**src/rtl/tqbrr_pkg.sv**
```systemverilog
`default_nettype none
package tqbrr_pkg;

  localparam int QUEUE_DEPTH = 16;
  localparam int NUM_QUEUES = 3;
  localparam int DATA_W = 32;
  localparam int PTR_W = (QUEUE_DEPTH > 1) ? $clog2(QUEUE_DEPTH) : 1;
  localparam int CNT_W = $clog2(QUEUE_DEPTH + 1);
  localparam int STORE_DEPTH = NUM_QUEUES * QUEUE_DEPTH;
  localparam int ADDR_W = $clog2(STORE_DEPTH);
  localparam int BURST_W = 4;
  localparam int QSEL_W = 2;
  localparam logic [BURST_W-1:0] BURST_RESET = 4'd3;

  typedef enum logic [1:0] {
    ST_ENQ    = 2'd0,
    ST_DROP   = 2'd1,
    ST_SERVED = 2'd2,
    ST_EMPTY  = 2'd3
  } status_t;

  typedef enum logic [0:0] {
    REQ_ENQ   = 1'b0,
    REQ_SERVE = 1'b1
  } req_t;

  typedef enum logic [1:0] {
    S_IDLE,
    S_EXEC,
    S_RESP
  } state_t;

  // one access to the shared queue store
  typedef struct packed {
    logic              en;
    logic              we;
    logic [ADDR_W-1:0] addr;
    logic [DATA_W-1:0] wdata;
  } mem_req_t;

  typedef struct packed {
    status_t           status;
    logic [QSEL_W-1:0] queue;
  } res_t;

  function automatic logic [PTR_W-1:0] next_ptr(input logic [PTR_W-1:0] p);
    next_ptr = (p == PTR_W'(QUEUE_DEPTH - 1)) ? '0 : p + PTR_W'(1);
  endfunction

  function automatic logic [QSEL_W-1:0] next_q(input logic [QSEL_W-1:0] q);
    next_q = (q == QSEL_W'(NUM_QUEUES - 1)) ? '0 : q + QSEL_W'(1);
  endfunction

endpackage
`default_nettype wire

```
**src/rtl/tqbrr_ram.sv**
```systemverilog
`default_nettype none
module tqbrr_ram #(
  parameter int WIDTH = 32,
  parameter int DEPTH = 48
) (
  input  wire logic                     clk,
  input  wire logic                     en,
  input  wire logic                     we,
  input  wire logic [$clog2(DEPTH)-1:0] addr,
  input  wire logic [WIDTH-1:0]         wdata,
  output logic      [WIDTH-1:0]         rdata
);

  logic [WIDTH-1:0] mem [DEPTH];

  always_ff @(posedge clk) begin
    if (en) begin
      if (we) begin
        mem[addr] <= wdata;
      end else begin
        rdata <= mem[addr];
      end
    end
  end

endmodule
`default_nettype wire

```
**src/rtl/tqbrr_sched.sv**
```systemverilog
`default_nettype none
module tqbrr_sched (
  input  wire logic                                clk,
  input  wire logic                                rst,
  input  wire logic                                exec,
  input  wire logic                                req_type,
  input  wire logic [tqbrr_pkg::QSEL_W-1:0]        queue_sel,
  input  wire logic [tqbrr_pkg::DATA_W-1:0]        in_value,
  input  wire logic [tqbrr_pkg::BURST_W-1:0]       burst_len,
  output tqbrr_pkg::mem_req_t                      mem_req,
  output tqbrr_pkg::res_t                          res
);

  logic [tqbrr_pkg::PTR_W-1:0]   head [tqbrr_pkg::NUM_QUEUES];
  logic [tqbrr_pkg::PTR_W-1:0]   tail [tqbrr_pkg::NUM_QUEUES];
  logic [tqbrr_pkg::CNT_W-1:0]   fill [tqbrr_pkg::NUM_QUEUES];
  logic [tqbrr_pkg::QSEL_W-1:0]  cur_q;
  logic [tqbrr_pkg::BURST_W-1:0] turn;

  logic [tqbrr_pkg::BURST_W-1:0] limit;
  logic [tqbrr_pkg::QSEL_W-1:0]  c1;
  logic [tqbrr_pkg::QSEL_W-1:0]  c2;
  logic [tqbrr_pkg::QSEL_W-1:0]  serve_q;
  logic                          turn_over;
  logic                          found;
  logic                          sel_ok;
  logic                          enq_ok;
  logic                          is_serve;

  assign is_serve = (req_type == tqbrr_pkg::REQ_SERVE);
  assign limit = (burst_len == '0) ? tqbrr_pkg::BURST_W'(1) : burst_len;
  assign c1 = tqbrr_pkg::next_q(cur_q);
  assign c2 = tqbrr_pkg::next_q(c1);
  assign turn_over = (turn >= limit) || (fill[cur_q] == '0);
  assign sel_ok = (queue_sel != tqbrr_pkg::QSEL_W'(tqbrr_pkg::NUM_QUEUES));
  assign enq_ok = sel_ok && (fill[queue_sel] != tqbrr_pkg::CNT_W'(tqbrr_pkg::QUEUE_DEPTH));

  // turn passes in order current+1, current+2, then back to current itself
  always_comb begin
    found = 1'b1;
    serve_q = cur_q;
    if (turn_over) begin
      if (fill[c1] != '0) begin
        serve_q = c1;
      end else if (fill[c2] != '0) begin
        serve_q = c2;
      end else if (fill[cur_q] == '0) begin
        found = 1'b0;
      end
    end
  end

  always_comb begin
    mem_req.en = 1'b0;
    mem_req.we = 1'b0;
    mem_req.addr = '0;
    mem_req.wdata = in_value;
    res.status = tqbrr_pkg::ST_EMPTY;
    res.queue = cur_q;
    if (is_serve) begin
      res.queue = serve_q;
      if (found) begin
        res.status = tqbrr_pkg::ST_SERVED;
        mem_req.en = exec;
        mem_req.addr = tqbrr_pkg::ADDR_W'(serve_q) * tqbrr_pkg::ADDR_W'(tqbrr_pkg::QUEUE_DEPTH)
                       + tqbrr_pkg::ADDR_W'(head[serve_q]);
      end
    end else begin
      res.queue = queue_sel;
      if (enq_ok) begin
        res.status = tqbrr_pkg::ST_ENQ;
        mem_req.en = exec;
        mem_req.we = 1'b1;
        mem_req.addr = tqbrr_pkg::ADDR_W'(queue_sel) * tqbrr_pkg::ADDR_W'(tqbrr_pkg::QUEUE_DEPTH)
                       + tqbrr_pkg::ADDR_W'(tail[queue_sel]);
      end else begin
        res.status = tqbrr_pkg::ST_DROP;
      end
    end
  end

  always_ff @(posedge clk) begin
    if (rst) begin
      for (int i = 0; i < tqbrr_pkg::NUM_QUEUES; i++) begin
        head[i] <= '0;
        tail[i] <= '0;
        fill[i] <= '0;
      end
      cur_q <= '0;
      turn <= '0;
    end else if (exec) begin
      if (is_serve) begin
        cur_q <= serve_q;
        if (!found) begin
          turn <= '0;
        end else if (turn_over) begin
          turn <= tqbrr_pkg::BURST_W'(1);
        end else begin
          turn <= turn + tqbrr_pkg::BURST_W'(1);
        end
      end
      for (int i = 0; i < tqbrr_pkg::NUM_QUEUES; i++) begin
        if (!is_serve && enq_ok && queue_sel == tqbrr_pkg::QSEL_W'(i)) begin
          tail[i] <= tqbrr_pkg::next_ptr(tail[i]);
          fill[i] <= fill[i] + tqbrr_pkg::CNT_W'(1);
        end
        if (is_serve && found && serve_q == tqbrr_pkg::QSEL_W'(i)) begin
          head[i] <= tqbrr_pkg::next_ptr(head[i]);
          fill[i] <= fill[i] - tqbrr_pkg::CNT_W'(1);
        end
      end
    end
  end

endmodule
`default_nettype wire

```
**src/rtl/three_queue_burst_round_robin_core.sv**
```systemverilog
// Channel   Transfer when        Ports
// request   start && !busy       req_type, queue_sel, in_value
// result    done (one cycle)     status, out_value, out_queue
// config    cfg_wr_en            cfg_wr_data (burst length)
//
// Each item is captured, then gets one pointer update plus one access to the
// queue store; the result shows in the next cycle while the store read returns.
// A new request may be taken in the cycle the result is shown.
// rst is synchronous: pointers, counts, turn state clear; burst length goes to 3.
// The receiver cannot stall; results are never held.
`default_nettype none
module three_queue_burst_round_robin_core (
  input  wire logic                                   clk,
  input  wire logic                                   rst,
  input  wire logic                                   start,
  output logic                                        busy,
  input  wire logic                                   req_type,
  input  wire logic [tqbrr_pkg::QSEL_W-1:0]           queue_sel,
  input  wire logic signed [tqbrr_pkg::DATA_W-1:0]    in_value,
  input  wire logic                                   cfg_wr_en,
  input  wire logic [tqbrr_pkg::BURST_W-1:0]          cfg_wr_data,
  output logic                                        done,
  output logic [1:0]                                  status,
  output logic signed [tqbrr_pkg::DATA_W-1:0]         out_value,
  output logic [tqbrr_pkg::QSEL_W-1:0]                out_queue
);

  tqbrr_pkg::state_t             state;
  tqbrr_pkg::state_t             state_next;
  logic                          accept;
  logic                          exec;
  logic [tqbrr_pkg::BURST_W-1:0] burst_len;
  logic                          req_type_q;
  logic [tqbrr_pkg::QSEL_W-1:0]  queue_sel_q;
  logic [tqbrr_pkg::DATA_W-1:0]  in_value_q;
  tqbrr_pkg::mem_req_t           mem_req;
  tqbrr_pkg::res_t               res;
  tqbrr_pkg::res_t               res_q;
  logic [tqbrr_pkg::DATA_W-1:0]  rdata;

  always_ff @(posedge clk) begin
    if (rst) begin
      state <= tqbrr_pkg::S_IDLE;
    end else begin
      state <= state_next;
    end
  end

  always_comb begin
    state_next = state;
    busy = 1'b0;
    done = 1'b0;
    exec = 1'b0;
    case (state)
      tqbrr_pkg::S_IDLE: begin
        if (start) begin
          state_next = tqbrr_pkg::S_EXEC;
        end
      end
      tqbrr_pkg::S_EXEC: begin
        busy = 1'b1;
        exec = 1'b1;
        state_next = tqbrr_pkg::S_RESP;
      end
      tqbrr_pkg::S_RESP: begin
        done = 1'b1;
        state_next = start ? tqbrr_pkg::S_EXEC : tqbrr_pkg::S_IDLE;
      end
      default: begin
        state_next = tqbrr_pkg::S_IDLE;
      end
    endcase
  end

  assign accept = start && !busy;

  always_ff @(posedge clk) begin
    if (rst) begin
      burst_len <= tqbrr_pkg::BURST_RESET;
    end else if (cfg_wr_en) begin
      burst_len <= cfg_wr_data;
    end
  end

  always_ff @(posedge clk) begin
    if (accept) begin
      req_type_q <= req_type;
      queue_sel_q <= queue_sel;
      in_value_q <= in_value;
    end
    if (exec) begin
      res_q <= res;
    end
  end

  tqbrr_sched u_sched (
    .clk       (clk),
    .rst       (rst),
    .exec      (exec),
    .req_type  (req_type_q),
    .queue_sel (queue_sel_q),
    .in_value  (in_value_q),
    .burst_len (burst_len),
    .mem_req   (mem_req),
    .res       (res)
  );

  tqbrr_ram #(
    .WIDTH (tqbrr_pkg::DATA_W),
    .DEPTH (tqbrr_pkg::STORE_DEPTH)
  ) u_store (
    .clk   (clk),
    .en    (mem_req.en),
    .we    (mem_req.we),
    .addr  (mem_req.addr),
    .wdata (mem_req.wdata),
    .rdata (rdata)
  );

  assign status = res_q.status;
  assign out_queue = res_q.queue;
  assign out_value = (res_q.status == tqbrr_pkg::ST_SERVED) ? rdata : '0;

  a_done_after_exec: assert property (@(posedge clk) disable iff (rst)
    done |-> $past(state == tqbrr_pkg::S_EXEC))
    else $error("result without a preceding execute cycle");

  a_accept_to_done: assert property (@(posedge clk) disable iff (rst)
    accept |-> ##2 done)
    else $error("accepted request gave no result two cycles later");

  a_value_zero: assert property (@(posedge clk) disable iff (rst)
    (done && status != tqbrr_pkg::ST_SERVED) |-> (out_value == '0))
    else $error("nonzero value on a result that is not a serve");

  a_no_exec_write_on_serve: assert property (@(posedge clk) disable iff (rst)
    (exec && req_type_q == tqbrr_pkg::REQ_SERVE) |-> !mem_req.we || !mem_req.en)
    else $error("store written during a serve");

endmodule
`default_nettype wire
```
**config.mk**
```make
export PLATFORM = sky130hd
export DESIGN_NAME = three_queue_burst_round_robin_core
export DESIGN_NICKNAME = d
export VERILOG_FILES = /design/src/rtl/tqbrr_pkg.sv /design/src/rtl/tqbrr_ram.sv /design/src/rtl/tqbrr_sched.sv /design/src/rtl/three_queue_burst_round_robin_core.sv
export SDC_FILE = /design/constraint.sdc
export NUM_CORES = 2
export LEC_CHECK = 0
export CAP_MARGIN = 20
export CORE_MARGIN = 10
export CORE_UTILIZATION = 35
export DETAILED_ROUTE_END_ITERATION = 10
export DONT_BUFFER_PORTS = 1
export GPL_TIMING_DRIVEN = 0
export HOLD_SLACK_MARGIN = 0.05
export MAX_ROUTING_LAYER = met4
export SLEW_MARGIN = 20
export SYNTH_ARGS = -nofsm -noshare
export SYNTH_HDL_FRONTEND = slang
export SYNTH_HIERARCHICAL = 1
export SYNTH_SLANG_ARGS = --single-unit
```
**constraint.sdc**
```tcl
create_clock -name clk -period 9.7 [get_ports clk]
set_input_delay 1.94 -clock clk [delete_from_list [all_inputs] [get_ports clk]]
set_output_delay 1.94 -clock clk [all_outputs]
set_load 0.03 [all_outputs]
```
== Yosys cells after proc, flatten, opt, wreduce, memory -nomap -nowiden ==
Memory sizes are Yosys's and may differ from the RTL's. A register that Yosys moved wholly into a read port is not among the register bits.
Cells that the tools add are included.
Word-level totals
  bits in registers: 51
  bits in writable memories: 1575
  input port bits: 43
  word-level logic and storage cells: 162
  memories: 4
Memory list
  u_store.mem: depth 48, width 32, read ports 1, clocked after memory_dff 1, wr ports 1, RTL line tqbrr_ram.sv:14  | logic [WIDTH-1:0] mem [DEPTH];
  u_sched.fill: depth 3, width 5, read ports 7, clocked after memory_dff 2, wr ports 3, RTL line tqbrr_sched.sv:16  | logic [tqbrr_pkg::CNT_W-1:0] fill [tqbrr_pkg::NUM_QUEUES];
  u_sched.head: depth 3, width 4, read ports 4, clocked after memory_dff 0, wr ports 3, RTL line tqbrr_sched.sv:14  | logic [tqbrr_pkg::PTR_W-1:0] head [tqbrr_pkg::NUM_QUEUES];
  u_sched.tail: depth 3, width 4, read ports 4, clocked after memory_dff 1, wr ports 3, RTL line tqbrr_sched.sv:15  | logic [tqbrr_pkg::PTR_W-1:0] tail [tqbrr_pkg::NUM_QUEUES];
Operators by class
  add/sub/neg operators: 17
  $lt $le $gt $ge: 1
  eq/ne operators: 18
  mux-type cells: 78
  bitwise gates (word level): 13
  reduce and logical (&&, ||, !) cells: 22
Operators by type and width (number)
  $mux W4: 16
  $mux W1: 41
  $mux W32: 1
  $mux W5: 6
  $add A4 B1 Y4 const B: 7
  $eq A4 B4 Y1 const B: 6
  $mux W2: 10
  $add A5 B1 Y5 const B: 3
  $sub A5 B1 Y5 const B: 3
  $add A6 B4 Y6: 2
  $eq A2 B2 Y1 const B: 6
  $mux W6: 2
  $or A1 B1 Y1: 12
  $logic_and A1 B1 Y1: 10
  $reduce_bool A5 Y1: 2
  $mux W8: 1
  $eq A2 B1 Y1 const B: 3
  $logic_not A2 Y1: 3
  $pmux W2 S3: 1
  $logic_not A5 Y1: 1
  $ne A5 B5 Y1 const B: 1
  $add A2 B1 Y2 const B: 2
  $ge A4 B4 Y1: 1
  $logic_not A4 Y1: 1
  other kinds (5): 8

== Depth between registers and ports, before layout ==
An unclocked memory read counts as a cell.
  depth after elaboration: 16
  depth in mapped cells: 22

== Modules after synthesis ==
Netlist, hierarchy kept.
Modules (own cells, without submodules)
  tqbrr_ram: instances 1, cells an instance 3249, area each 59646.0 um^2, sequential area each 47085.2 um^2
  tqbrr_sched: instances 1, cells an instance 380, area each 3554.7 um^2, sequential area each 1331.3 um^2
  three_queue_burst_round_robin_core: instances 1, cells an instance 95, area each 1637.8 um^2, sequential area each 1291.2 um^2

== Worst setup path before layout ==
No wires, ideal clock.
  kind: flip-flop to flip-flop
  start: register burst_len[1] (netlist name)
  end: memory u_store.mem[5][0], enable pin
  library setup time: 0.421 ns
  arrival time: 5.093 ns
  setup slack: 4.186 ns
  stages on the path, launching flop included: 21
  period minus slack after synthesis: 5.514 ns
  cells stage by stage: dfxtp_1 inv_1 a31o_2 ha_1 nand2b_1 a2111oi_2 nor3_1 o221ai_1 a21oi_1 buf_2 buf_4 a21o_1 o22ai_1 buf_6 buf_6 buf_2 buf_2 buf_4 buf_4 nand2_1 nor2_1
RTL lines
  from (decl): RTL line three_queue_burst_round_robin_core.sv:32  | logic [tqbrr_pkg::BURST_W-1:0] burst_len;
  from (signal assigned): RTL line three_queue_burst_round_robin_core.sv:79  | burst_len <= tqbrr_pkg::BURST_RESET;
  from (signal assigned): RTL line three_queue_burst_round_robin_core.sv:81  | burst_len <= cfg_wr_data;
  to (decl): RTL line tqbrr_ram.sv:14

==> results.sh <==
export IMPL_area_delta_synth_final_pct=16.8
export IMPL_r2r_end="u_store/mem[13][11]"
export IMPL_synth_cells=3724
export IMPL_crit_required_ps=10230
export IMPL_placed_area_um2=70400
export IMPL_cap_violations=0
export IMPL_synthMuxAreaShare=0.0565
export IMPL_dp_hpwl_um=159000
export IMPL_synth_warnings=6
export IMPL_start_util=0.353
export IMPL_instances_no_fill=6597
export IMPL_die_w_um=450
export IMPL_final_core_util=0.412
export IMPL_drive_above_1_share=0.183
export IMPL_die_area_um2=203000
export IMPL_cts_sinks=1660
export IMPL_ant_nets=0
export IMPL_hold_viol_final=0
export IMPL_routed_wirelength_um=238000
export IMPL_netlist_area_um2=64800
export IMPL_grt_overflow=0
export IMPL_tightest_slew_ps=1270
export IMPL_dieHeight_um=450
export IMPL_timing_final_crit_share=0.790
export IMPL_gp_congestion=0.973
export IMPL_cts_buffers_inserted=168
export IMPL_cts_root_buffer="clkbuf_16"
export IMPL_worst_ep_arrival_time_ps=8190
export IMPL_ys_types=92
export IMPL_layout_min_cycle_time_ps=7670
export IMPL_endpoint_kind="flop"
export IMPL_status="completed"
export IMPL_drc=0
export IMPL_grt_max_degree=49
export IMPL_synth_simple_gate_area_share=0.0417
export IMPL_critPathLaunchType="flop"
export IMPL_cts_hold_buf=0
export IMPL_cellPowerDensity_nw_per_um2=217
export IMPL_core_um2=184000
export IMPL_cts_resized=0
export IMPL_grt_pass1_vias=37800
export IMPL_drt_first_pass_iters=6
export IMPL_drv_slew=0
export IMPL_place_ws_ps=2230
export IMPL_timing_rr_start="burst_len[1]"
export IMPL_synth_area_per_cell_um2=17.4
export IMPL_min_path_type="reg -> reg"
export IMPL_hold_end="state[0]"
export IMPL_max_freq_ghz=0.130
export IMPL_cts_setup_buffers=0
export IMPL_synthAdderAreaFrac=0.00428
export IMPL_fillerInstances=16200
export IMPL_final_setup_tns_ps=0
export IMPL_synth_ff_type="edfxtp_1"
export IMPL_cts_tree="yes"
export IMPL_ys_seq_area_frac=0.767
export IMPL_reg2reg_depth=20
export IMPL_synth_top_family_by_area="compound AO/OA/AOI/OAI gates"
export IMPL_ctsHtreeMaxLevel=4
export IMPL_ir_drop_mv=0.167
export IMPL_synth_xor_area_frac=0.00162
export IMPL_r2r_setup_slack_ps=2030
export IMPL_critPathKind="reg -> reg"
export IMPL_rsz0062_at_grt="no"
export IMPL_worst_slack_ps=2030
export IMPL_vias_per_cell=6.20
export IMPL_relSlewSlack=0.145
export IMPL_synth_seq_cells=1660
export IMPL_grt_pass1_wl_um=321000
export IMPL_fin_nets=4045
export IMPL_port_buffers=0
export IMPL_p_leak_uw=0.0235
export IMPL_drt_iter0_drc=7278
export IMPL_fin_worst_skew_ps=53.4
export IMPL_std_cell_rows=157
export IMPL_num_vias=40900
export IMPL_antenna_found_initial=20
export IMPL_synth_compound_area_share=0.103
export IMPL_setup_viol=0
export IMPL_synthesis_nets=3788
export IMPL_fin_area_um2=75700
export IMPL_min_delay_path_depth=1
export IMPL_insertion_delay_ps=840
export IMPL_grt_usage=0.233
export IMPL_io_pins=81
export IMPL_min_delay_start="state[0]"
export IMPL_synth_edf_count=1646
export IMPL_cp_max_fo=15
export IMPL_async_flop_share=0
export IMPL_dp_cells=6274
export IMPL_cts_clk_slew_worst_paths_ps=60
export IMPL_routedWlPerCell_um=36.1
export IMPL_clock_path_buffers=3
how the worst max path moves through the flow:
| stage | from | to | slack, ps | cells after the start |
|---|---|---|---|---|
| detailed placement | burst_len[1] | u_store/mem[31][2] | 2230 | 20 |
| global route | burst_len[1] | u_store/rdata[17] | 2030 | 20 |
| floorplan | burst_len[1] | u_store/mem[5][0] | 4190 | 20 |
| global placement | burst_len[1] | u_store/mem[10][31] | 160 | 18 |
| finish | burst_len[1] | u_store/mem[13][11] | 2030 | 20 |
| CTS | burst_len[1] | u_store/mem[25][17] | 2190 | 19 |
flip-flops by register name, summed over array words and instances (netlist names), named ones only:
signal         count
u_sched/turn       4
req_type_q         1
u_sched/cur_q      2
u_sched/fill      15
in_value_q        32
u_store/rdata     32
state              2
u_sched/head      12
queue_sel_q        2
u_sched/tail      12
out_queue          2
status             2
u_store/mem     1536
burst_len          4
report_power, final:
group	total (uW)	switching [uW]	internal [uW]	leakage (uW)
clock network	6190	2790	3400	0.00249
registers	7970	21.9	7950	0.0150
logic	2280	1710	565	0.00603
through the flow:
step / hold slack (ps) / total power, uW
6_report: 484 / 16400
5_1_grt: 504 / 16800
3_5_place_dp: 493 / 10300
2_1_floorplan: 418 / 9190
4_1_cts: 499 / 16400
3_3_place_gp: 429 / 10200
metal layers:
layer	track usage	wire length, um	up-vias
met3	0.0672	31900	685
met1	0.292	85600	21100
met4	0.128	15900	0
li1	-	-	15800
met5	-	0	-
met2	0.338	105000	3294
layout make-up:
type,instances,area [um2],area share
multi-input cells,1745,13900,0.183
inverters,33,124,0.00164
plain buffers,286,1570,0.0208
flip-flops and latches,1660,49700,0.657
clock buffers,217,4430,0.0585
repair buffers,87,2110,0.0279
diodes,25,62.6,0.000826
well taps,2464,3080,0.0407
clock inverters,80,737,0.00974
layout by cell type, fill, tap and decap left out, types with 42 or more instances in the layout:
cell type / n
o22ai_1: 42
o21ai_0: 106
buf_4: 62
clkbuf_1: 128
buf_16: 56
a221oi_1: 272
a21oi_1: 90
a22oi_1: 160
edfxtp_1: 1646
mux2i_1: 100
buf_2: 105
mux4_2: 67
nor2_1: 142
nor2_4: 48
mux2_2: 100
clkbuf_16: 170
nand2_1: 141
kinds of logic (layout without fill, tap and decap cells):
logic type	count (synthesis)	after routing
AND/OR/NAND/NOR	550	550
AO/OA/AOI/OAI	893	893
buffers and inverters	319	703
multiplexers	269	269
other	0	25
adder cells (fa/ha/maj)	21	21
flip-flops	1660	1660
XOR/XNOR	12	12
synth_stat cells, types with 24 or more instances:
cell / n / area [um2]
edfxtp_1: 1646 / 49400
a221oi_1: 272 / 2380
nor2_1: 190 / 713
a22oi_1: 160 / 1200
nand2_1: 141 / 529
o21ai_0: 109 / 546
buf_2: 103 / 515
mux2_2: 100 / 1130
mux2i_1: 100 / 1000
a21oi_1: 90 / 450
clkbuf_1: 88 / 330
mux4_2: 67 / 1510
buf_4: 60 / 450
o22ai_1: 43 / 269
and2_1: 39 / 244
o211ai_1: 33 / 248
inv_1: 32 / 120
nand3_1: 31 / 155
nand2b_1: 25 / 156
a31oi_1: 24 / 150
worst max-delay path: stages, from the launching register on:
cell,delay (ps)
dfxtp_1,330
inv_1,60
a31o_2,250
ha_1,260
nand2b_1,110
a2111oi_2,70
nor3_1,620
o221ai_1,300
a21oi_1,270
buf_2,260
buf_4,220
a211oi_1,80
o22ai_1,340
buf_2,360
inv_1,90
clkbuf_1,450
nor3_1,1070
nand3_1,840
nor2_4,920
buf_16,240
buf_16,170
Power figures use the tool's default switching activity.
